<file path="src/rtl/core/qrs_pkg.sv">
// Shared types and constants for the quadratic root solver.
// No dependencies; imported by every module of the block.
`default_nettype none

package qrs_pkg;

  localparam int COEF_WIDTH_DEF     = 16;
  localparam int ROOT_FRAC_BITS_DEF = 16;
  localparam int ROOT_WIDTH         = 32;

  typedef enum logic [1:0] {
    CNT_NONE = 2'd0,
    CNT_ONE  = 2'd1,
    CNT_TWO  = 2'd2,
    CNT_ANY  = 2'd3
  } count_t;

  typedef enum logic [2:0] {
    SOL_NONE = 3'd0,
    SOL_ANY  = 3'd1,
    SOL_LIN  = 3'd2,
    SOL_DBL  = 3'd3,
    SOL_TWO  = 3'd4
  } sol_t;

  localparam int SOL_W = $bits(sol_t);

endpackage

`default_nettype wire

</file>
<file path="src/rtl/core/qrs_disc.sv">
// Discriminant stages: products in the first register, b*b - 4ac and case sort in the second.
// Depends on qrs_pkg.
`default_nettype none

module qrs_disc #(
  parameter int W = qrs_pkg::COEF_WIDTH_DEF
) (
  input  logic                clk,
  input  logic                rst,
  input  logic                en,
  input  logic                in_valid,
  input  logic signed [W-1:0] a_in,
  input  logic signed [W-1:0] b_in,
  input  logic signed [W-1:0] c_in,
  output logic                out_valid,
  output logic signed [W-1:0] a_out,
  output logic signed [W-1:0] b_out,
  output logic signed [W-1:0] c_out,
  output logic [2*W:0]        disc,
  output qrs_pkg::sol_t       sol
);
  import qrs_pkg::*;

  localparam int PW  = 2 * W;
  localparam int DSW = 2 * W + 3;

  logic                 v1;
  logic signed [W-1:0]  a1, b1, c1;
  logic signed [PW-1:0] bb1, ac1;
  logic signed [PW-1:0] bb_next, ac_next;

  logic signed [DSW-1:0] d_full;
  logic                  dzero;
  sol_t                  sol_next;

  assign bb_next = b_in * b_in;
  assign ac_next = a_in * c_in;

  always_ff @(posedge clk) begin
    if (rst) begin
      v1        <= 1'b0;
      out_valid <= 1'b0;
    end else if (en) begin
      v1        <= in_valid;
      out_valid <= v1;
    end
  end

  always_ff @(posedge clk) begin
    if (en) begin
      a1    <= a_in;
      b1    <= b_in;
      c1    <= c_in;
      bb1   <= bb_next;
      ac1   <= ac_next;
      a_out <= a1;
      b_out <= b1;
      c_out <= c1;
      disc  <= d_full[2*W:0];
      sol   <= sol_next;
    end
  end

  assign d_full = $signed({{3{bb1[PW-1]}}, bb1}) - $signed({ac1[PW-1], ac1, 2'b00});
  assign dzero  = (d_full == '0);

  always_comb begin
    if (a1 == '0) begin
      if (b1 == '0) begin
        sol_next = (c1 == '0) ? SOL_ANY : SOL_NONE;
      end else begin
        sol_next = SOL_LIN;
      end
    end else if (d_full[DSW-1]) begin
      sol_next = SOL_NONE;
    end else if (dzero) begin
      sol_next = SOL_DBL;
    end else begin
      sol_next = SOL_TWO;
    end
  end

endmodule

`default_nettype wire

</file>
<file path="config.mk">
export PLATFORM = sky130hd
export DESIGN_NAME = qrs_disc
export DESIGN_NICKNAME = d
export VERILOG_FILES = /design/src/rtl/core/qrs_pkg.sv /design/src/rtl/core/qrs_disc.sv
export SDC_FILE = /design/constraint.sdc
export NUM_CORES = 2
export LEC_CHECK = 0
export BUFFER_PORTS_ARGS = -buffer_cell sky130_fd_sc_hd__buf_4
export CAP_MARGIN = 5
export CELL_PAD_IN_SITES_DETAIL_PLACEMENT = 1
export CELL_PAD_IN_SITES_GLOBAL_PLACEMENT = 1
export CORE_MARGIN = 3
export CORE_UTILIZATION = 46
export DETAILED_ROUTE_END_ITERATION = 8
export PLACE_DENSITY_LB_ADDON = 0.1
export SYNTH_ARGS = -nofsm -noshare
export SYNTH_HDL_FRONTEND = slang
export SYNTH_SLANG_ARGS = --single-unit
</file>
<file path="constraint.sdc">
create_clock -name clk -period 5.96 [get_ports clk]
set_clock_uncertainty 0.15 [all_clocks]
set_input_delay 0.298 -clock clk [delete_from_list [all_inputs] [get_ports clk]]
set_output_delay 0.298 -clock clk [all_outputs]
set_load 0.05 [all_outputs]
</file>
==> results.toml <==
[floorplanning]
dieWidth_um = 247
num_rows = 87
coreArea_sq_um = 56900
pin_count = 137
start_util_pct = 47.0
die_y_um = 247
die-area_sq_um = 61100

[route]
finalWirelength_um = 72400
wl_met2_um = 37200
drcViolationCount = 0
vias = 19400
wl_met1_um = 31900
via_per_inst = 5.12
wl_per_cell_um = 19.1
antenna_left = 0
drt_iter0_markers = 891
top_layer = "met4"
dr_wl_met3_um = 2140
first_pass_iters = 5

[yosys]
synthCells = 2605
synthesis.area_sq_um = 26800
synthFlopType = "edfxtp_1"
ys_ff_latch = 194
syn_nets = 3357
synth.yosys.seq_area_share_pct = 21.7
synth-edff-count = 192
syn_avg_cell_area_sq_um = 10.3
synth-async-reset-ratio_pct = 0
yosysWarnings = 0
ys_types = 75

[placed_design]
dp_hpwl_um = 60900
portBuffers = 135
place.gp.congestion = 0.860

[timing]
finalSetupTns_ns = 0
maxSlewHeadroom_pct = 34.8
final.period_utilization_pct = 99.0
hold_ws_ns = 0.0206
setup_viol = 0
worstMarginPinSlew_ns = 0.978
rsz0062_at_grt = "true"
hold_violations = 0
slew_viol_final = 0
fmax_mhz = 169
fin_crit_ns = 5.90

[final_layout]
fillCellCount = 6317
finalNetCount = 3765
syn2layout_area_growth_pct = 19.9
multi_input_area_sq_um = 18600
regArea_sq_um = 5810
diodes = 0
drive_above_1_share_pct = 19.1
layout_commonest_cell = "inv_1"
final_cell_mix = "645 x inv_1, 481 x fa_1, 421 x buf_4"

[global_routing]
grt_usage_pct = 25.3
grt_max_degree = 75
grt_pass1_vias = 22400
antenna_found_initial = 1
gr-total-overflow = 0
grt_pass1_wl_um = 119000

[critical_path]
reg2reg_from = "ac1[0]"
worstPathArrival_ns = 6.02
critPathMaxStageDelay_ns = 0.58
startpoint = "a_in[7]"
setup.worst_path.class = "in2reg"
r2r_slack_ns = 1.44
path_cells = "buf_6 -> and2_4 -> fa_1 -> inv_2 -> fa_2 -> fa_1 -> fa_1 -> inv_2 -> fa_1 -> fa_1 -> ha_4 -> and3_4 -> and3_4 -> a21oi_4 -> o211ai_1 -> nand4_1 -> a31oi_2 -> or4_4 -> a31o_4 -> a21oi_2 -> xnor2_1"
crit_slowest_cell = "fa_1"
worst_setup_path_start_kind = "input pin"
critPathMaxFanout = 12
r2r_end = "sol[1]"
required_ns = 6.07
end_kind = "flip-flop"
cp_common_cell = "fa_1"
reg2reg_depth = 12

[hold_path]
holdPathStages = 2
hold_path_end = "c1[4]"
min_from = "c_in[4]"
hold_path.class = "in2reg"

[clock_tree]
cts_tree = "done"
cts_buffers = 17
insertion_delay_ns = 0.51
clockBufferDepth = 2
clkTransAtPathRegs_ns = 0.09
htreeDepth = 4
root_buffer = "clkbuf_16"
cts.sinks = 194

[outcome]
status = "finished clean"

[job]
maxCapViolCount = 0
[critical path: cells and delay by family]
kind                       cells  cell delay (ns)
xor gates and xnor gates       1             0.08
AOI/OAI and AO/OA              5             0.81
buffers and inverters          3             0.22
and+or+nand+nor                5             1.22
adders and majority gates      7             3.39
[layer usage]
metal  GRT usage, %  vias up
met5              0        -
met2           44.1      266
li1               -     8872
met4           5.56        0
met1           34.2    10100
met3           2.81       70
[synth_stat cells (all sizes together) (23+ instances only)]
master  instances  area (sq um)
fa            496          9930
edfxtp        192          5770
xnor2          70           613
ha            204          2550
a21oi          87           443
inv           651          2440
o21ai          41           205
clkbuf         60           225
nor2           91           342
xor2           23           201
and2          169          1060
nand2         233           875
a21o           32           241
[metrics by stage]
stage	area [sq um]	setup WS, ns	util [%]	std cells
2_1_floorplan	26900	-0.0118	-	2605
3_3_place_gp	30800	-0.446	54.2	3718
3_5_place_dp	30800	-0.578	54.2	3718
4_1_cts	31700	-0.00982	55.7	3771
5_1_grt	32100	-0.142	56.4	3782
6_report	32100	0.0572	56.4	3782
[cells by family (layout without fill, tap and decap cells)]
kind of cell	Yosys count	in the layout	share of synthesized area, %
AND/OR/NAND/NOR	625	625	11.7
XOR/XNOR	93	93	3.04
adder cells (fa/ha/maj)	700	700	46.6
multiplexers	7	7	0.271
flip-flops	194	194	21.7
buffers and inverters	720	1141	10.1
other	1	1	0.0140
AO/OA/AOI/OAI	265	265	6.52
[timing repair]
action	in CTS	in global routing
hold buffers	20	0
setup buffers	1	11
endpoints found under the hold margin	20	0
pin swaps	1	37
setup endpoints to repair	4	16
resized for setup	5	78
[registers in the layout (all words and copies together) (netlist names)]
| signal | cells |
|---|---|
| a1 | 16 |
| a_out | 16 |
| ac1 | 32 |
| b1 | 16 |
| b_out | 16 |
| bb1 | 30 |
| c1 | 16 |
| c_out | 16 |
| disc | 31 |
| out_valid | 1 |
| sol | 3 |
| v1 | 1 |
[cell type report]
type	instances	share of cell area, %
tap	756	2.95
inverter	652	7.65
sequential	194	18.1
timing repair buffer	457	11.2
multi-input combinational	1691	58.1
clock buffer	17	1.33
clock inverter	15	0.671
[worst max-delay path by stage]
stage,cells after the start,to
2_1_floorplan,22,ac1[31]
3_3_place_gp,26,bb1[31]
3_5_place_dp,23,ac1[28]
4_1_cts,26,bb1[28]
5_1_grt,23,ac1[31]
6_report,21,ac1[31]
Power is left out: the tool's default activity adds up to more than one toggle a clock period on the data nets, which glitch-free logic cannot reach.
