[src/rtl/core/qrs_pkg.sv]
// Shared types and constants for the quadratic root solver.
// No dependencies; imported by every module of the block.
`default_nettype none

package qrs_pkg;

  localparam int COEF_WIDTH_DEF     = 16;
  localparam int ROOT_FRAC_BITS_DEF = 16;
  localparam int ROOT_WIDTH         = 32;

  typedef enum logic [1:0] {
    CNT_NONE = 2'd0,
    CNT_ONE  = 2'd1,
    CNT_TWO  = 2'd2,
    CNT_ANY  = 2'd3
  } count_t;

  typedef enum logic [2:0] {
    SOL_NONE = 3'd0,
    SOL_ANY  = 3'd1,
    SOL_LIN  = 3'd2,
    SOL_DBL  = 3'd3,
    SOL_TWO  = 3'd4
  } sol_t;

  localparam int SOL_W = $bits(sol_t);

endpackage

`default_nettype wire

[src/rtl/core/qrs_div.sv]
// Pipelined restoring unsigned divider, one quotient bit per register stage.
// Depends on qrs_pkg only for the house import; sideband rides along in tag.
`default_nettype none

module qrs_div #(
  parameter int NW    = 34,
  parameter int DW    = 17,
  parameter int TAG_W = 4
) (
  input  logic              clk,
  input  logic              rst,
  input  logic              en,
  input  logic              in_valid,
  input  logic [NW-1:0]     num,
  input  logic [DW-1:0]     den,
  input  logic [TAG_W-1:0]  tag_in,
  output logic              out_valid,
  output logic [NW-1:0]     quo,
  output logic [TAG_W-1:0]  tag_out
);
  import qrs_pkg::*;

  localparam int SH_W = DW + 1;

  logic [NW-1:0]    vld;
  logic [NW-1:0]    nq_r  [NW];
  logic [DW-1:0]    rem_r [NW];
  logic [DW-1:0]    den_r [NW];
  logic [TAG_W-1:0] tag_r [NW];

  logic [NW-1:0]    nq_next  [NW];
  logic [DW-1:0]    rem_next [NW];
  logic [DW-1:0]    den_next [NW];
  logic [TAG_W-1:0] tag_next [NW];

  for (genvar i = 0; i < NW; i++) begin : g_step
    logic [NW-1:0]    nq_i;
    logic [DW-1:0]    rem_i;
    logic [DW-1:0]    den_i;
    logic [TAG_W-1:0] tag_i;
    logic [SH_W-1:0]  rem_sh, den_x;
    logic             ge;

    if (i == 0) begin : g_first
      assign nq_i  = num;
      assign rem_i = '0;
      assign den_i = den;
      assign tag_i = tag_in;
    end else begin : g_next
      assign nq_i  = nq_r[i-1];
      assign rem_i = rem_r[i-1];
      assign den_i = den_r[i-1];
      assign tag_i = tag_r[i-1];
    end

    assign rem_sh = {rem_i, nq_i[NW-1]};
    assign den_x  = {1'b0, den_i};
    assign ge     = (rem_sh >= den_x);

    assign nq_next[i]  = {nq_i[NW-2:0], ge};
    assign rem_next[i] = ge ? DW'(rem_sh - den_x) : rem_sh[DW-1:0];
    assign den_next[i] = den_i;
    assign tag_next[i] = tag_i;
  end

  always_ff @(posedge clk) begin
    if (rst) begin
      vld <= '0;
    end else if (en) begin
      vld <= {vld[NW-2:0], in_valid};
    end
  end

  always_ff @(posedge clk) begin
    if (en) begin
      for (int i = 0; i < NW; i++) begin
        nq_r[i]  <= nq_next[i];
        rem_r[i] <= rem_next[i];
        den_r[i] <= den_next[i];
        tag_r[i] <= tag_next[i];
      end
    end
  end

  assign out_valid = vld[NW-1];
  assign quo       = nq_r[NW-1];
  assign tag_out   = tag_r[NW-1];

endmodule

`default_nettype wire

[config.mk]
export PLATFORM = sky130hd
export DESIGN_NAME = qrs_div
export DESIGN_NICKNAME = d
export VERILOG_FILES = /design/src/rtl/core/qrs_pkg.sv /design/src/rtl/core/qrs_div.sv
export SDC_FILE = /design/constraint.sdc
export NUM_CORES = 2
export LEC_CHECK = 0
export CORE_MARGIN = 3
export CORE_UTILIZATION = 45
export DETAILED_ROUTE_END_ITERATION = 16
export DONT_BUFFER_PORTS = 1
export GPL_TIMING_DRIVEN = 0
export PLACE_DENSITY = 0.59
export RECOVER_POWER = 25
export SETUP_SLACK_MARGIN = 0.3
export SLEW_MARGIN = 20
export SYNTH_ARGS = -nofsm -noshare
export SYNTH_HDL_FRONTEND = slang
export SYNTH_SLANG_ARGS = --single-unit
[constraint.sdc]
create_clock -name clk -period 3.9 [get_ports clk]
set_clock_uncertainty 0.05 [all_clocks]
set_input_delay 0 -clock clk [delete_from_list [all_inputs] [get_ports clk]]
set_output_delay 0 -clock clk [all_outputs]
set_load 0.01 [all_outputs]
==> run summary <==
Setup crit end kind - flop
Top-area cell type share of the netlist area - 0.6801
Largest cells by area after synthesis - edfxtp_1 68%, ha_1 6.6%, mux2_2 3.0%, inv_1 2.5%, xnor2_1 2.3%
Critical Path AT - 4.09 ns
Post-synth top cells - 2414 x edfxtp_1, 718 x inv_1, 563 x ha_1
Post-synth EDFFs - 2414
Largest net degree at the start of global routing - 268
Failing checks - hold timing
Syn Nets - 7959
Post-synthesis cell count - 7305
First-iteration detailed-routing DRC count - 4390
Worst path slowest cell - fa_1
DP Wirelength - 125300 um
Register area share after synthesis - 0.6865
Hold Vio Cnt, Final - 353
Chip width - 492.7 um
I/O pin cnt - 98
Full die area - 242700 um^2
Setup-failing EPs final - 0
Most frequent cell after synthesis - edfxtp_1
ANT nets after route - 0
Hold buffer count at CTS - 115
Post-synth top area cell - edfxtp_1
Yosys Warn Count - 0
Pins Over Slew Limit - 0
Total grt overflow - 0
Setup TNS Final - 0 ns
Clk slew on worst S/H paths - 0.06 ns
Hold slack - -0.8065 ns
Tightest Hold Check Type - primary input to flop
Number of buffers created by CTS - 290
Worst setup path startpoint - nq_r[25][33]
Routed len/inst - 16.93 um
Initial antenna violation count - 9
Critical Path RT - 4.47 ns
Most used cell, CP - inv_1
DR vias - 58120
Worst-path cell chain - inv_1 -> ha_1 -> inv_1 -> fa_1 -> a211oi_2 -> o21bai_1 -> a211o_1 -> a2111o_1 -> a31oi_1 -> a211o_2 -> clkbuf_4 -> mux2_2
Root buf cell - clkbuf_16
PwrDens - 785.3 nW/um^2
CTS Sinks - 2448
Port Buf Inserts - 0
H-tree Lvls - 5
1st-pass router iterations - 8
Leakage - 46.55 nW
Reg2reg start - nq_r[25][33]
Post-Place Cell Area - 110900 um^2
Routed WL - 188500 um
Residual DRC - 0
Crit path depth - 12
Final period util - 0.9017
Kind of start point of the critical path - flop
Worst reg-to-reg path cell count - 12
Synthesized area - 106600 um^2
Worst slew pin tran - 1.111 ns
Core Area - 235400 um^2
Syn Area/Cell - 14.59 um^2
Via density per instance - 5.219
Max-cap viol count - 0
CTS tree - yes
Design area - 122100 um^2
Largest delay share family, worst path - compound AO/OA/AOI/OAI gates
Status - finished, violations left
Row count - 178
Layout fillers - 19430
Max VDD drop - 0.0003841 V
Layout cells sized above 1 - 0.1181
Critical Path Sink - rem_r[26][14]
Min Tclk post-route - 3.517 ns
First-pass GRT wire length - 301500 um
Die Y - 492.7 um
Area delta synth->final - 14.60%
Post-synth cell types - 81
Vias in the first global route - 57050
Clock Tree Buf Depth - 4
Routability cong. - 0.8918
Worst-skew pair later-pin latency - 0.89 ns
Pre-CTS WS - -0.7398 ns
Total power - 0.09592 W
Gr usage total - 0.1519
Area of the multi-input gates - 30840 um^2
Crit Path Max Fanout - 10
Final worst slack - 0.3833 ns
Synth Register Bits - 2448
Max incr delay on CP - 0.44 ns
Worst R2R Setup Slack - 0.38 ns
Initial Util - 0.4528
Unrepaired setup endpoints after global routing - yes
Asr flop ratio synth - 0
Max Freq - 0.2844 GHz
Sequential cell area - 73170 um^2
Rel. slew slack - 0.2596
Final net count - 8435
Buf/Inv on CP - 3
Ys flop type - edfxtp_1
CP Class - flop to flop
Worst r2r dst - rem_r[26][14]
==> cells in the final DEF (no fill, tap or decap), types with 21 or more instances in the layout <==
| cell | netlist | layout |
|---|---|---|
| dfxtp_1 | 34 | 34 |
| or2_2 | 31 | 31 |
| nand2b_1 | 61 | 61 |
| or3_1 | 34 | 34 |
| nand3_1 | 64 | 64 |
| o21ai_0 | 305 | 301 |
| a211oi_1 | 60 | 46 |
| o211ai_1 | 28 | 28 |
| bufinv_16 | 0 | 26 |
| clkbuf_1 | 57 | 81 |
| nor2_1 | 388 | 388 |
| a21oi_2 | 0 | 21 |
| a21o_1 | 188 | 188 |
| clkbuf_2 | 0 | 22 |
| o21a_1 | 60 | 60 |
| clkinv_2 | 0 | 38 |
| inv_1 | 718 | 714 |
| o31ai_1 | 40 | 38 |
| and2_1 | 21 | 21 |
| nand4_1 | 63 | 63 |
| dlygate4sd3_1 | 0 | 115 |
| clkinv_1 | 1 | 56 |
| edfxtp_1 | 2414 | 2414 |
| clkbuf_16 | 0 | 296 |
| nor2b_1 | 49 | 49 |
| o21bai_1 | 74 | 74 |
| nor3_1 | 121 | 120 |
| buf_4 | 1 | 56 |
| mux2_2 | 288 | 288 |
| ha_1 | 563 | 561 |
| and3_1 | 38 | 38 |
| a31oi_1 | 59 | 57 |
| a21oi_1 | 455 | 434 |
| xor2_1 | 142 | 142 |
| fa_1 | 32 | 27 |
| xnor2_1 | 274 | 274 |
| nand2_1 | 298 | 295 |
| mux2i_1 | 55 | 55 |
| o31a_1 | 25 | 25 |
==> report_power, final <==
group	switching [W]	internal, W	leakage (nW)
Combinational	0.0177	0.0148	18.3
Clock	0.0100	0.0155	4.37
Sequential	0.00229	0.0356	23.9
==> kinds of logic after synthesis <==
kind of cell             synth area share
adder cells (fa/ha/maj)           0.07210
buffers and inverters             0.02864
AO/OA/AOI/OAI                     0.08710
XOR/XNOR                          0.03418
multiplexers                      0.03746
flip-flops                         0.6865
AND/OR/NAND/NOR                   0.05404
==> layout make-up <==
cell class                 count  share of cell area
sequential                  2448              0.5990
multi-input combinational   4055              0.2525
clock buffer                 353             0.06222
tap                         3150             0.03227
inverter                     719             0.02210
timing repair buffer         184             0.01647
clock inverter               144             0.01142
buffer                        83            0.004015
antenna                        1          0.00002049
==> sequential cells by signal, summed over array words and instances (netlist names) <==
signal,flops
nq_r,1156
den_r,561
rem_r,561
tag_r,136
vld,34
==> worst register-to-register path, cell delays in order, from the launching register on <==
cell	delay [ns]
edfxtp_1	0.41
inv_1	0.08
ha_1	0.16
inv_1	0.05
fa_1	0.44
a211oi_2	0.26
o21bai_1	0.13
a211o_1	0.35
a2111o_1	0.43
a31oi_1	0.18
a211o_2	0.15
clkbuf_4	0.21
mux2_2	0.35
==> repair_timing <==
action                                  CTS  global route
endpoints found under the setup margin  436           342
hold endpoints to repair                459           353
buffers inserted                         25            28
pin swaps                                27            36
gates resized for setup                  98           104
cloned                                    0             1
==> metrics by stage <==
step                      std cells  utilization
after floorplan                7305            -
after detailed placement      10470       0.4712
final                         11140       0.5189
after CTS                     11110       0.5166
after global routing          11140       0.5189
after global placement        10460       0.4695
==> metal layers <==
metal  vias to the layer above  global-route usage  share of wire
li1                      28340                   -              -
met1                     28170              0.2173           0.47
met2                      1214              0.2354           0.45
met3                       398             0.02795          0.048
met4                         0             0.04920          0.027
met5                         -                   0              0
==> worst min-delay path by stage <==
stage	from	end	slack, ns	cells after the start
floorplan	den[0]	den_r[0][0]	0.05	0
global placement	num[26]	nq_r[0][27]	0.05	0
detailed placement	num[13]	nq_r[0][14]	0.05	0
CTS	en	nq_r[0][18]	-0.90	0
global route	en	nq_r[0][18]	-0.89	0
finish	en	nq_r[0][18]	-0.81	0
Power figures use the tool's default switching activity.
