$ cat config.mk
export PLATFORM = sky130hd
export DESIGN_NAME = qrs_sqrt
export DESIGN_NICKNAME = d
export VERILOG_FILES = /design/src/rtl/core/qrs_pkg.sv /design/src/rtl/core/qrs_sqrt.sv
export SDC_FILE = /design/constraint.sdc
export NUM_CORES = 1
export LEC_CHECK = 0
export ABC_CLOCK_PERIOD_IN_PS = 3400
export BUFFER_PORTS_ARGS = -buffer_cell sky130_fd_sc_hd__buf_2
export CAP_MARGIN = 20
export CELL_PAD_IN_SITES_DETAIL_PLACEMENT = 1
export CELL_PAD_IN_SITES_GLOBAL_PLACEMENT = 1
export CORE_MARGIN = 3
export CORE_UTILIZATION = 52
export DETAILED_ROUTE_END_ITERATION = 10
export PLACE_DENSITY_LB_ADDON = 0.1
export SYNTH_ARGS = -nofsm -noshare
export SYNTH_HDL_FRONTEND = slang
export SYNTH_SLANG_ARGS = --single-unit
$ cat constraint.sdc
create_clock -name clk -period 3.4 [get_ports clk]
set_input_delay 0.17 -clock clk [delete_from_list [all_inputs] [get_ports clk]]
set_output_delay 0.17 -clock clk [all_outputs]
set_load 0.05 [all_outputs]
$ cat src/rtl/core/qrs_pkg.sv
// Shared types and constants for the quadratic root solver.
// No dependencies; imported by every module of the block.
`default_nettype none

package qrs_pkg;

  localparam int COEF_WIDTH_DEF     = 16;
  localparam int ROOT_FRAC_BITS_DEF = 16;
  localparam int ROOT_WIDTH         = 32;

  typedef enum logic [1:0] {
    CNT_NONE = 2'd0,
    CNT_ONE  = 2'd1,
    CNT_TWO  = 2'd2,
    CNT_ANY  = 2'd3
  } count_t;

  typedef enum logic [2:0] {
    SOL_NONE = 3'd0,
    SOL_ANY  = 3'd1,
    SOL_LIN  = 3'd2,
    SOL_DBL  = 3'd3,
    SOL_TWO  = 3'd4
  } sol_t;

  localparam int SOL_W = $bits(sol_t);

endpackage

`default_nettype wire

$ cat src/rtl/core/qrs_sqrt.sv
// Pipelined restoring integer square root, one result bit per register stage.
// Depends on qrs_pkg only for the house import; sideband rides along in tag.
`default_nettype none

module qrs_sqrt #(
  parameter int RW    = qrs_pkg::COEF_WIDTH_DEF + 1,
  parameter int TAG_W = 8
) (
  input  logic              clk,
  input  logic              rst,
  input  logic              en,
  input  logic              in_valid,
  input  logic [2*RW-1:0]   rad,
  input  logic [TAG_W-1:0]  tag_in,
  output logic              out_valid,
  output logic [RW-1:0]     root,
  output logic [TAG_W-1:0]  tag_out
);
  import qrs_pkg::*;

  localparam int RAD_W = 2 * RW;
  localparam int REM_W = RW + 1;
  localparam int SH_W  = RW + 2;

  logic [RW-1:0]    vld;
  logic [RAD_W-1:0] rad_r  [RW];
  logic [REM_W-1:0] rem_r  [RW];
  logic [RW-1:0]    root_r [RW];
  logic [TAG_W-1:0] tag_r  [RW];

  logic [RAD_W-1:0] rad_next  [RW];
  logic [REM_W-1:0] rem_next  [RW];
  logic [RW-1:0]    root_next [RW];
  logic [TAG_W-1:0] tag_next  [RW];

  for (genvar i = 0; i < RW; i++) begin : g_step
    logic [RAD_W-1:0] rad_i;
    logic [REM_W-1:0] rem_i;
    logic [RW-1:0]    root_i;
    logic [TAG_W-1:0] tag_i;
    logic [SH_W-1:0]  rem_sh, trial;
    logic             ge;

    if (i == 0) begin : g_first
      assign rad_i  = rad;
      assign rem_i  = '0;
      assign root_i = '0;
      assign tag_i  = tag_in;
    end else begin : g_next
      assign rad_i  = rad_r[i-1];
      assign rem_i  = rem_r[i-1];
      assign root_i = root_r[i-1];
      assign tag_i  = tag_r[i-1];
    end

    assign rem_sh = {rem_i[RW-1:0], rad_i[RAD_W-1 -: 2]};
    assign trial  = {root_i, 2'b01};
    assign ge     = (rem_sh >= trial);

    assign rad_next[i]  = rad_i << 2;
    assign rem_next[i]  = ge ? REM_W'(rem_sh - trial) : rem_sh[REM_W-1:0];
    assign root_next[i] = {root_i[RW-2:0], ge};
    assign tag_next[i]  = tag_i;
  end

  always_ff @(posedge clk) begin
    if (rst) begin
      vld <= '0;
    end else if (en) begin
      vld <= {vld[RW-2:0], in_valid};
    end
  end

  always_ff @(posedge clk) begin
    if (en) begin
      for (int i = 0; i < RW; i++) begin
        rad_r[i]  <= rad_next[i];
        rem_r[i]  <= rem_next[i];
        root_r[i] <= root_next[i];
        tag_r[i]  <= tag_next[i];
      end
    end
  end

  assign out_valid = vld[RW-1];
  assign root      = root_r[RW-1];
  assign tag_out   = tag_r[RW-1];

endmodule

`default_nettype wire

==> out/metrics.yaml, run 1 <==
clocking:
  clock-sinks: 832
  cts_hold_buf: 46
  clockBufferDepth: 3
  cts_setup_buffers: 0
  root_buffer: "clkbuf_16"
  h-tree-depth: 3
  cts_resized: 0
  path_clk_slew_ns: 0.06
  cts_tree: "done"
  worst_skew_pair.late_latency_ns: 0.65
  cts_made_buffers: 89
global_routing:
  grt_pass1_vias: 21900
  grt_pass1_wl_um: 115000
  antenna_found_initial: 1
  grt_max_degree: 97
  gr-total-overflow: 0
  grt_usage_pct: 20.1
floorplan:
  start_util_pct: 53.0
  die_h_um: 269
  dieWidth_um: 269
  ios: 72
  num_rows: 95
  fp.coreArea_um2: 67800
  dieArea_um2: 72200
power_and_ir_drop:
  netSwitchingFraction_pct: 25.7
  clockPowerShare_pct: 36.0
  irDropWorstVdd_mv: 0.530
  p_sw_uw: 6860
  power.density_nw_per_um2: 649
  p_comb_share_pct: 14.7
  leakagePower_uw: 0.0158
  intPower_uw: 19900
  pwr-share-seq_pct: 49.2
worst_hold_path:
  hp-class: "in2reg"
  worstHoldPathCells: 1
  min_to: "rad_r[0][3]"
  hp-start: "en"
detailed_routing:
  route.vias.total: 20300
  final_antenna_net_count: 0
  post_drt_wl_per_cell_um: 19.4
  finalWirelength_um: 71400
  viasPerCell: 5.50
  drc: 0
  first_pass_iters: 4
  drt_iter0_drc: 1058
logic_synthesis:
  ys_ff_latch: 832
  syn_area_per_cell_um2: 14.2
  ys_warn_count: 0
  synth_area_um2: 35900
  yosysSeqAreaShare_pct: 69.1
  synth.area.top_cells: "edfxtp_1, ha_1, xnor2_1, inv_1, xor2_1"
  async_flop_share_pct: 0
  synth_edf_count: 815
  syn_nets: 2739
  synth_cells: 2523
  synth.distinct_cells: 66
  synth_top_area_share_pct: 68.2
  synth_top_area_cell: "edfxtp_1"
  synth_flop_cell: "edfxtp_1"
sta:
  finClkSkew_ns: 0.0286
  setup_tns_ns: 0
  relSlewSlack_pct: 39.4
  finalSetupViolations: 0
  fmax_ghz: 0.310
  tightest_slew_ns: 0.904
  period_needed_ns: 3.22
  hold_viol: 0
  rsz0062_at_grt: "false"
  period_share_pct: 94.9
  maxSlewViolCount: 0
  fin_ws_ns: 0.175
setup_path:
  crit_path_top_delay_cell: "nor4bb_1"
  worstReg2RegStart: "root_r[6][0]"
  slowest_delay_ns: 0.57
  end_kind: "register"
  r2r.worst_path.cells: 10
  cp_cell_sequence: "inv_1, ha_1, o21a_1, o22a_1, a2111oi_0, buf_4, nor4bb_1, nand3b_1, buf_12, mux2_2"
  worstSetupStartpointType: "register"
  path_class: "reg2reg"
  worstPathArrival_ns: 3.60
  critPathRequiredTime_ns: 3.78
  r2r_setup_slack_ns: 0.18
  timing.rr.end: "rem_r[0][241]"
  worstPathMaxFanout: 27
placed_design:
  dp_slack_ns: 0.285
  port-buffer-count: 71
  placed_area_um2: 37700
  dp_hpwl_um: 49600
  place_inst: 3473
  routabilityCongestion: 0.883
run:
  cap_violations: 0
cells_and_area:
  drive_gt1_share_pct: 10.8
  nets: 2953
  final_cell_mix: "edfxtp_1, inv_1, nor2_1"
  n_antenna_cell: 0
  fillers: 6341
  area_growth_pct: 14.6
  fin_cells: 3684
  final_area_um2: 41100
  final_common_cell: "edfxtp_1"
outcome:
  status: "complete, no violations"
[state kept, by name, summed over array words and instances (netlist names)]
register,count
rad_r,272
rem_r,254
root_r,153
tag_r,136
vld,17
[cell usage after synthesis (4+ instances only)]
library cell and number:
nand4b_1 6, or2_2 6, a31oi_1 11, or4_1 13
clkbuf_1 33, a21boi_0 5, a211oi_1 20, edfxtp_1 815
nor2_1 177, o211ai_1 14, o31ai_1 14, a211o_1 4
nor2b_1 33, o31a_1 5, a221oi_1 6, nand2_1 109
mux2_2 43, xor2_1 79, o21bai_1 7, or3_1 24
and4_1 4, nor3_1 57, o41ai_1 5, and2_1 14
nor4_1 24, nand2b_1 30, inv_1 203, and3_1 12
o21ai_0 107, nand3_1 35, xnor2_1 92, o21a_1 51
mux2i_1 29, a21o_1 41, a2111oi_0 4, dfxtp_1 17
nand4_1 16, o2111ai_1 4, a21oi_1 133, nand3b_1 8
ha_1 170
[logic make-up after synthesis]
group           share of synthesized area, %
simple gates                            8.15
flops                                   69.1
compound gates                          7.94
xor+xnor                                4.17
mux                                     2.16
buf+inv                                 2.52
fa+ha+maj                               5.93
other cells                           0.0104
[metal layers]
metal | wire length (um) | track usage, % | vias to the layer above | part of all wire [%]
met1 | 31200 | 25.8 | 10100 | 44
met4 | 2030 | 6.38 | 2 | 2.8
met5 | 10 | 0 | - | 0.014
met3 | 2280 | 3.27 | 133 | 3.2
met2 | 35900 | 35.3 | 258 | 50
li1 | - | - | 9837 | -
[worst max-delay path: cells and delay by family, from the launching register on]
family	cells	cell delay [ns]
fa+ha+maj	1	0.34
mux	1	0.35
buf+inv	3	0.42
simple gates	2	0.82
compound gates	3	0.62
flops	1	0.37
[how the worst max path moves through the flow]
stage,slack [ns],from,endpoint,cells after the start
2_1_floorplan,0.47,rem_r[0][252],rem_r[0][280],9
3_3_place_gp,0.37,rem_r[0][22],rem_r[0][52],7
3_5_place_dp,0.28,root_r[6][0],rem_r[0][243],10
4_1_cts,0.24,root_r[6][0],rem_r[0][241],10
5_1_grt,0.005,rem_r[0][224],rem_r[0][241],9
6_report,0.18,root_r[6][0],rem_r[0][241],10
[per-stage QoR]
step	hold slack [ns]	util, %	total power [uW]
5_1_grt	0.0353	60.7	28000
2_1_floorplan	0.269	-	15900
3_5_place_dp	0.349	55.7	17200
4_1_cts	0.0241	60.7	27000
3_3_place_gp	0.348	55.7	17000
6_report	0.0333	60.7	26700
[cell type report]
| type | count | area [um^2] | share of cell area (%) |
|---|---|---|---|
| sequential | 832 | 24800 | 60.3 |
| multi-input combinational | 1451 | 10200 | 24.8 |
| clock buffer | 105 | 2290 | 5.56 |
| timing repair buffer | 159 | 1300 | 3.17 |
| tap | 873 | 1090 | 2.66 |
| inverter | 204 | 766 | 1.86 |
| clock inverter | 60 | 681 | 1.65 |
[power by group through the flow]
stage	logic, uW	clock network [uW]	registers (uW)
6_report	3940	9620	13200
5_1_grt	4410	10300	13300
4_1_cts	3940	9880	13200
3_5_place_dp	3860	0	13400
3_3_place_gp	3680	0	13300
2_1_floorplan	2700	0	13200
Power figures use the tool's default switching activity.
==> inputs of run 2 (changes only) <==
CORE_ASPECT_RATIO = 1.25   (was default)
CTS_CLUSTER_DIAMETER = 30   (was default)
==> out/metrics.yaml, run 2 (synthesized netlist as in run 1, its figures left out) <==
cells_and_area:
  postLayoutCoreUtil_pct: 63.0  # +2.3 points
  final_common_cell: "edfxtp_1"
  final_cell_mix: "edfxtp_1, inv_1, nor2_1"
  final_area_um2: 43000  # +4.5%
  n_antenna_cell: 0  # unchanged
  drive_gt1_share_pct: 13.6  # +2.9 points
  largest_reg_flops: 272  # unchanged
  regMostFlops: "rad_r"
  nets: 3004  # +1.7%
  top_regs: "rad_r: 272 flops, rem_r: 254 flops, root_r: 153 flops"
  area_growth_pct: 19.8
floorplan:
  start_util_pct: 52.6  # -0.41 points
  fp.coreArea_um2: 68300  # +0.78%
  ios: 72  # unchanged
  num_rows: 107  # +13%
  die_h_um: 300  # +12%
  dieWidth_um: 241  # -10%
  dieArea_um2: 72200  # about the same
setup_path:
  cp_cell_sequence: "ha_1, or3_1, o22a_1, a2111oi_1, nor4bb_1, nand3b_1, buf_4, mux2_2"
  timing.rr.end: "rem_r[0][238]"
  worstReg2RegStart: "rem_r[0][218]"
  slowest_delay_ns: 0.70  # +0.13 ns
  critPathRequiredTime_ns: 3.86  # +0.08 ns
  end_kind: "register"
  worstSetupStartpointType: "register"
  worstPathMaxFanout: 27  # unchanged
  crit_buf_inv: 1  # -2
  crit_path_top_delay_cell: "a2111oi_1"
  worstPathArrival_ns: 3.70  # +0.10 ns
  path_class: "reg2reg"
  r2r_setup_slack_ns: 0.16  # about the same
  path_delay_family: "compound AO/OA/AOI/OAI gates"
  r2r.worst_path.cells: 8  # -2
detailed_routing:
  final_antenna_net_count: 0  # unchanged
  post_drt_wl_per_cell_um: 20.7  # +6.7%
  viasPerCell: 5.55  # +0.91%
  finalWirelength_um: 78100  # +9.3%
  route.vias.total: 21000  # +3.4%
  drt_iter0_drc: 959  # -9.4%
  drc: 0  # unchanged
  first_pass_iters: 5  # +1
sta:
  relSlewSlack_pct: 43.2  # +3.8 points
  whs_ns: 0.163  # +0.129 ns
  finClkSkew_ns: 0.0262  # -0.00235 ns
  period_needed_ns: 3.24  # +0.0149 ns
  tightest_slew_ns: 0.852  # -0.0518 ns
  finalSetupViolations: 0  # unchanged
  rsz0062_at_grt: "false"
  maxSlewViolCount: 0  # unchanged
  hold_viol: 0  # unchanged
  setup_tns_ns: 0  # unchanged
  period_share_pct: 95.3  # +0.44 points
  fmax_ghz: 0.309  # -0.46%
  fin_ws_ns: 0.160  # -0.0149 ns
placed_design:
  dp_slack_ns: -0.0920  # -0.377 ns
  placed_area_um2: 37600  # -0.20%
  port-buffer-count: 71  # unchanged
  routabilityCongestion: 0.849  # -3.9%
  dp_hpwl_um: 49700  # +0.12%
global_routing:
  gr-total-overflow: 0  # unchanged
  grt_usage_pct: 22.1  # +1.9 points
  grt_max_degree: 96  # -1.0%
  grt_pass1_wl_um: 124000  # +7.4%
  grt_pass1_vias: 23200  # +6.0%
  antenna_found_initial: 0  # -1
clocking:
  path_clk_slew_ns: 0.06  # about the same
  clockBufferDepth: 3  # unchanged
  clock-sinks: 832  # unchanged
  cts_made_buffers: 139  # +56%
  root_buffer: "clkbuf_16"
  h-tree-depth: 4  # +1
  cts_tree: "done"
  cts_setup_buffers: 0  # unchanged
  worst_skew_pair.late_latency_ns: 0.73  # +0.08 ns
power_and_ir_drop:
  power.density_nw_per_um2: 733  # +13%
  leakagePower_uw: 0.0167  # +5.6%
  irDropWorstVdd_mv: 0.699  # +32%
outcome:
  status: "complete, no violations"
worst_hold_path:
  hp-class: "in2reg"
  hp-start: "rad[10]"
  min_to: "rad_r[0][10]"
  worstHoldPathCells: 2  # +1
run:
  cap_violations: 0  # unchanged
run 2: changes by cell type in the layout (fill, tap and decap cells not counted), moves of 2 or more:
cell / change
clkbuf_16: +51
bufinv_16: +12
clkinv_4: +7
buf_12: -6
buf_4: +6
clkinvlp_4: +6
clkinv_8: +5
inv_6: +5
inv_16: +4
clkinv_2: +3
clkinv_16: -2
run 2: how the worst max path moves through the flow:
stage	from	end	cells after the start
3_5_place_dp	rem_r[0][245]	rem_r[0][257]	7
5_1_grt	rem_r[0][252]	rem_r[0][273]	9
6_report	rem_r[0][218]	rem_r[0][238]	8
2_1_floorplan	rem_r[0][252]	rem_r[0][280]	9
4_1_cts	rem_r[0][218]	rem_r[0][238]	8
3_3_place_gp	rem_r[0][245]	rem_r[0][258]	7
run 2: repair_timing:
item,4_1_cts,5_1_grt
hold endpoints to repair,71,0
endpoints found under the setup margin,8,23
resized for setup,1,2
hold buffers,47,0
run 2: report_power, final:
group          internal [uW]  switching, uW  leakage [uW]
sequential             12600            614       0.00798
clock                   9270           5100       0.00234
combinational           1700           2260       0.00640
total                  23600           7970        0.0167
run 2: final cells by class:
type,instances,area [um^2]
Clock buffer,155,3560
Clock inverter,100,1320
Fill cell,6347,25300
Inverter,204,766
Multi-Input combinational cell,1451,10200
Sequential cell,832,24800
Tap cell,872,1090
Timing Repair Buffer,160,1240
run 2: through the flow:
| stage | instances | total power [uW] |
|---|---|---|
| after floorplan | 2523 | 15900 |
| after global placement | 3472 | 17000 |
| after detailed placement | 3472 | 17200 |
| after CTS | 3774 | 31700 |
| after global routing | 3774 | 32900 |
| final | 3774 | 31500 |
run 2: per-layer routing:
metal,track usage (%),vias up,wire [um]
met5,0,-,0
met2,41.6,358,43300
met1,24.1,10400,29800
met3,3.71,176,2130
li1,-,9988,-
met4,9.79,0,2850
==> inputs of run 3 (changes only) <==
ABC_CLOCK_PERIOD_IN_PS = 3890   (was 3400)
clock period = 3.89 ns   (was 3.4 ns; I/O delays follow)
==> out/metrics.yaml, run 3 (synthesized netlist as in run 1, its figures left out) <==
setup_path:
  r2r_setup_slack_ns: 0.41  # +0.25 ns
  worstPathArrival_ns: 3.92  # +0.22 ns
  path_class: "reg2reg"
  worstPathMaxFanout: 27  # unchanged
  critPathRequiredTime_ns: 4.32  # +0.46 ns
  worstSetupStartpointType: "register"
  worstReg2RegStart: "rem_r[0][216]"
  critPathLaunch: "rem_r[0][216]"
  end_kind: "register"
global_routing:
  grt_pass1_vias: 22900  # -1.6%
  grt_pass1_wl_um: 119000  # -3.8%
  grt_usage_pct: 21.1  # -1.0 points
  antenna_found_initial: 0  # unchanged
  grt_max_degree: 99  # +3.1%
  gr-total-overflow: 0  # unchanged
sta:
  hold_viol: 0  # unchanged
  rsz0062_at_grt: "false"
  relSlewSlack_pct: 32.5  # -11 points
  setup_tns_ns: 0  # unchanged
  maxSlewViolCount: 0  # unchanged
  fmax_ghz: 0.287  # -7.0%
  whs_ns: 0.0141  # -0.148 ns
  tightest_slew_ns: 0.987  # +0.135 ns
  period_share_pct: 89.6  # -5.7 points
  finalSetupViolations: 0  # unchanged
  finClkSkew_ns: 0.0277  # +0.00147 ns
  period_needed_ns: 3.48  # +0.244 ns
clocking:
  worst_skew_pair.late_latency_ns: 0.71  # -0.02 ns
  path_clk_slew_ns: 0.06  # about the same
  clockBufferDepth: 3  # unchanged
  clock-sinks: 832  # unchanged
  root_buffer: "clkbuf_16"
  cts_made_buffers: 139  # unchanged
  cts_tree: "done"
  h-tree-depth: 4  # unchanged
cells_and_area:
  final_common_cell: "edfxtp_1"
  area_growth_pct: 18.9
  top_regs: "rad_r: 272 flops, rem_r: 254 flops, root_r: 153 flops"
  largest_reg_flops: 272  # unchanged
  postLayoutCoreUtil_pct: 62.5  # -0.45 points
  fillers: 6409  # +0.98%
  n_antenna_cell: 0  # unchanged
  nets: 2999  # -0.17%
  regMostFlops: "rad_r"
  drive_gt1_share_pct: 13.5  # -0.11 points
  final_cell_mix: "edfxtp_1, inv_1, nor2_1"
floorplan:
  start_util_pct: 52.6  # unchanged
  dieArea_um2: 72200  # unchanged
  num_rows: 107  # unchanged
  ios: 72  # unchanged
  fp.coreArea_um2: 68300  # unchanged
  die_h_um: 300  # unchanged
  dieWidth_um: 241  # unchanged
power_and_ir_drop:
  leakagePower_uw: 0.0166  # -0.90%
  power.density_nw_per_um2: 628  # -14%
  irDropWorstVdd_mv: 0.479  # -32%
detailed_routing:
  post_drt_wl_per_cell_um: 19.6  # -5.3%
  drc: 0  # unchanged
  first_pass_iters: 5  # unchanged
  finalWirelength_um: 73800  # -5.5%
  final_antenna_net_count: 0  # unchanged
  route.vias.total: 20600  # -1.5%
  drt_iter0_drc: 896  # -6.6%
  viasPerCell: 5.48  # -1.3%
run:
  cap_violations: 0  # unchanged
placed_design:
  dp_hpwl_um: 48800  # -1.7%
  port-buffer-count: 71  # unchanged
  routabilityCongestion: 0.832  # -2.0%
worst_hold_path:
  hp-class: "in2reg"
  hp-start: "en"
outcome:
  status: "complete, no violations"
## run 3: changes by cell type in the layout (fill, tap and decap cells not counted), moves of 2 or more
cell,change
clkbuf_1,-2
buf_4,-5
bufinv_16,-7
inv_6,+5
clkinv_4,+5
clkinvlp_4,+6
clkinv_2,-2
clkinv_16,-4
inv_16,-4
inv_8,+2
## run 3: worst max-delay path, cell delays in order (launching register included)
cell and delay (ns):
edfxtp_1 0.41, ha_1 0.27, or3_1 0.37, o22a_1 0.24
a2111oi_0 0.91, nor4bb_1 0.23, nand3b_1 0.23, buf_4 0.24
mux2_2 0.31
## run 3: power by group
group,internal (uW),switching [uW]
clock,7610,4250
sequential,11000,515
combinational,1480,1930
total,20100,6700
## run 3: per-stage QoR
step                total power [uW]  area, um^2  worst slack (ns)  instances
floorplan                      13900       35900             0.964       2523
global placement               14800       37600             0.653       3468
detailed placement             15000       37600             0.566       3468
CTS                            27100       42700             0.542       3767
global route                   28000       42700             0.373       3767
finish                         26800       42700             0.406       3767
## run 3: final cells by class
| type | count | area [um^2] | area share [%] |
|---|---|---|---|
| Clock buffer | 154 | 3580 | 8.38 |
| Clock inverter | 99 | 1030 | 2.41 |
| Inverter | 204 | 766 | 1.79 |
| Multi-Input combinational cell | 1451 | 10200 | 23.9 |
| Sequential cell | 832 | 24800 | 58.1 |
| Tap cell | 872 | 1090 | 2.56 |
| Timing Repair Buffer | 155 | 1210 | 2.84 |
## run 3: final timing paths
check / to / depth (start not counted)
setup / recovery: rem_r[0][238] / 8
hold / removal: tag_r[0][3] / 1
setup reg to reg: rem_r[0][238] / 8
hold reg to reg: tag_r[13][2] / 0
## run 3: routing by layer
layer / part of all wire, % / global-route usage, % / up-vias
met5: 0 / 0 / -
met4: 3.0 / 8.24 / 0
met3: 3.2 / 4.13 / 155
met2: 56 / 40.0 / 311
met1: 38 / 22.8 / 10200
li1: - / - / 9968
## run 3: timing repair
action	in CTS	in global routing
hold buffers	46	0
buffers inserted	0	0
gates resized for setup	0	0
endpoints found under the hold margin	60	0
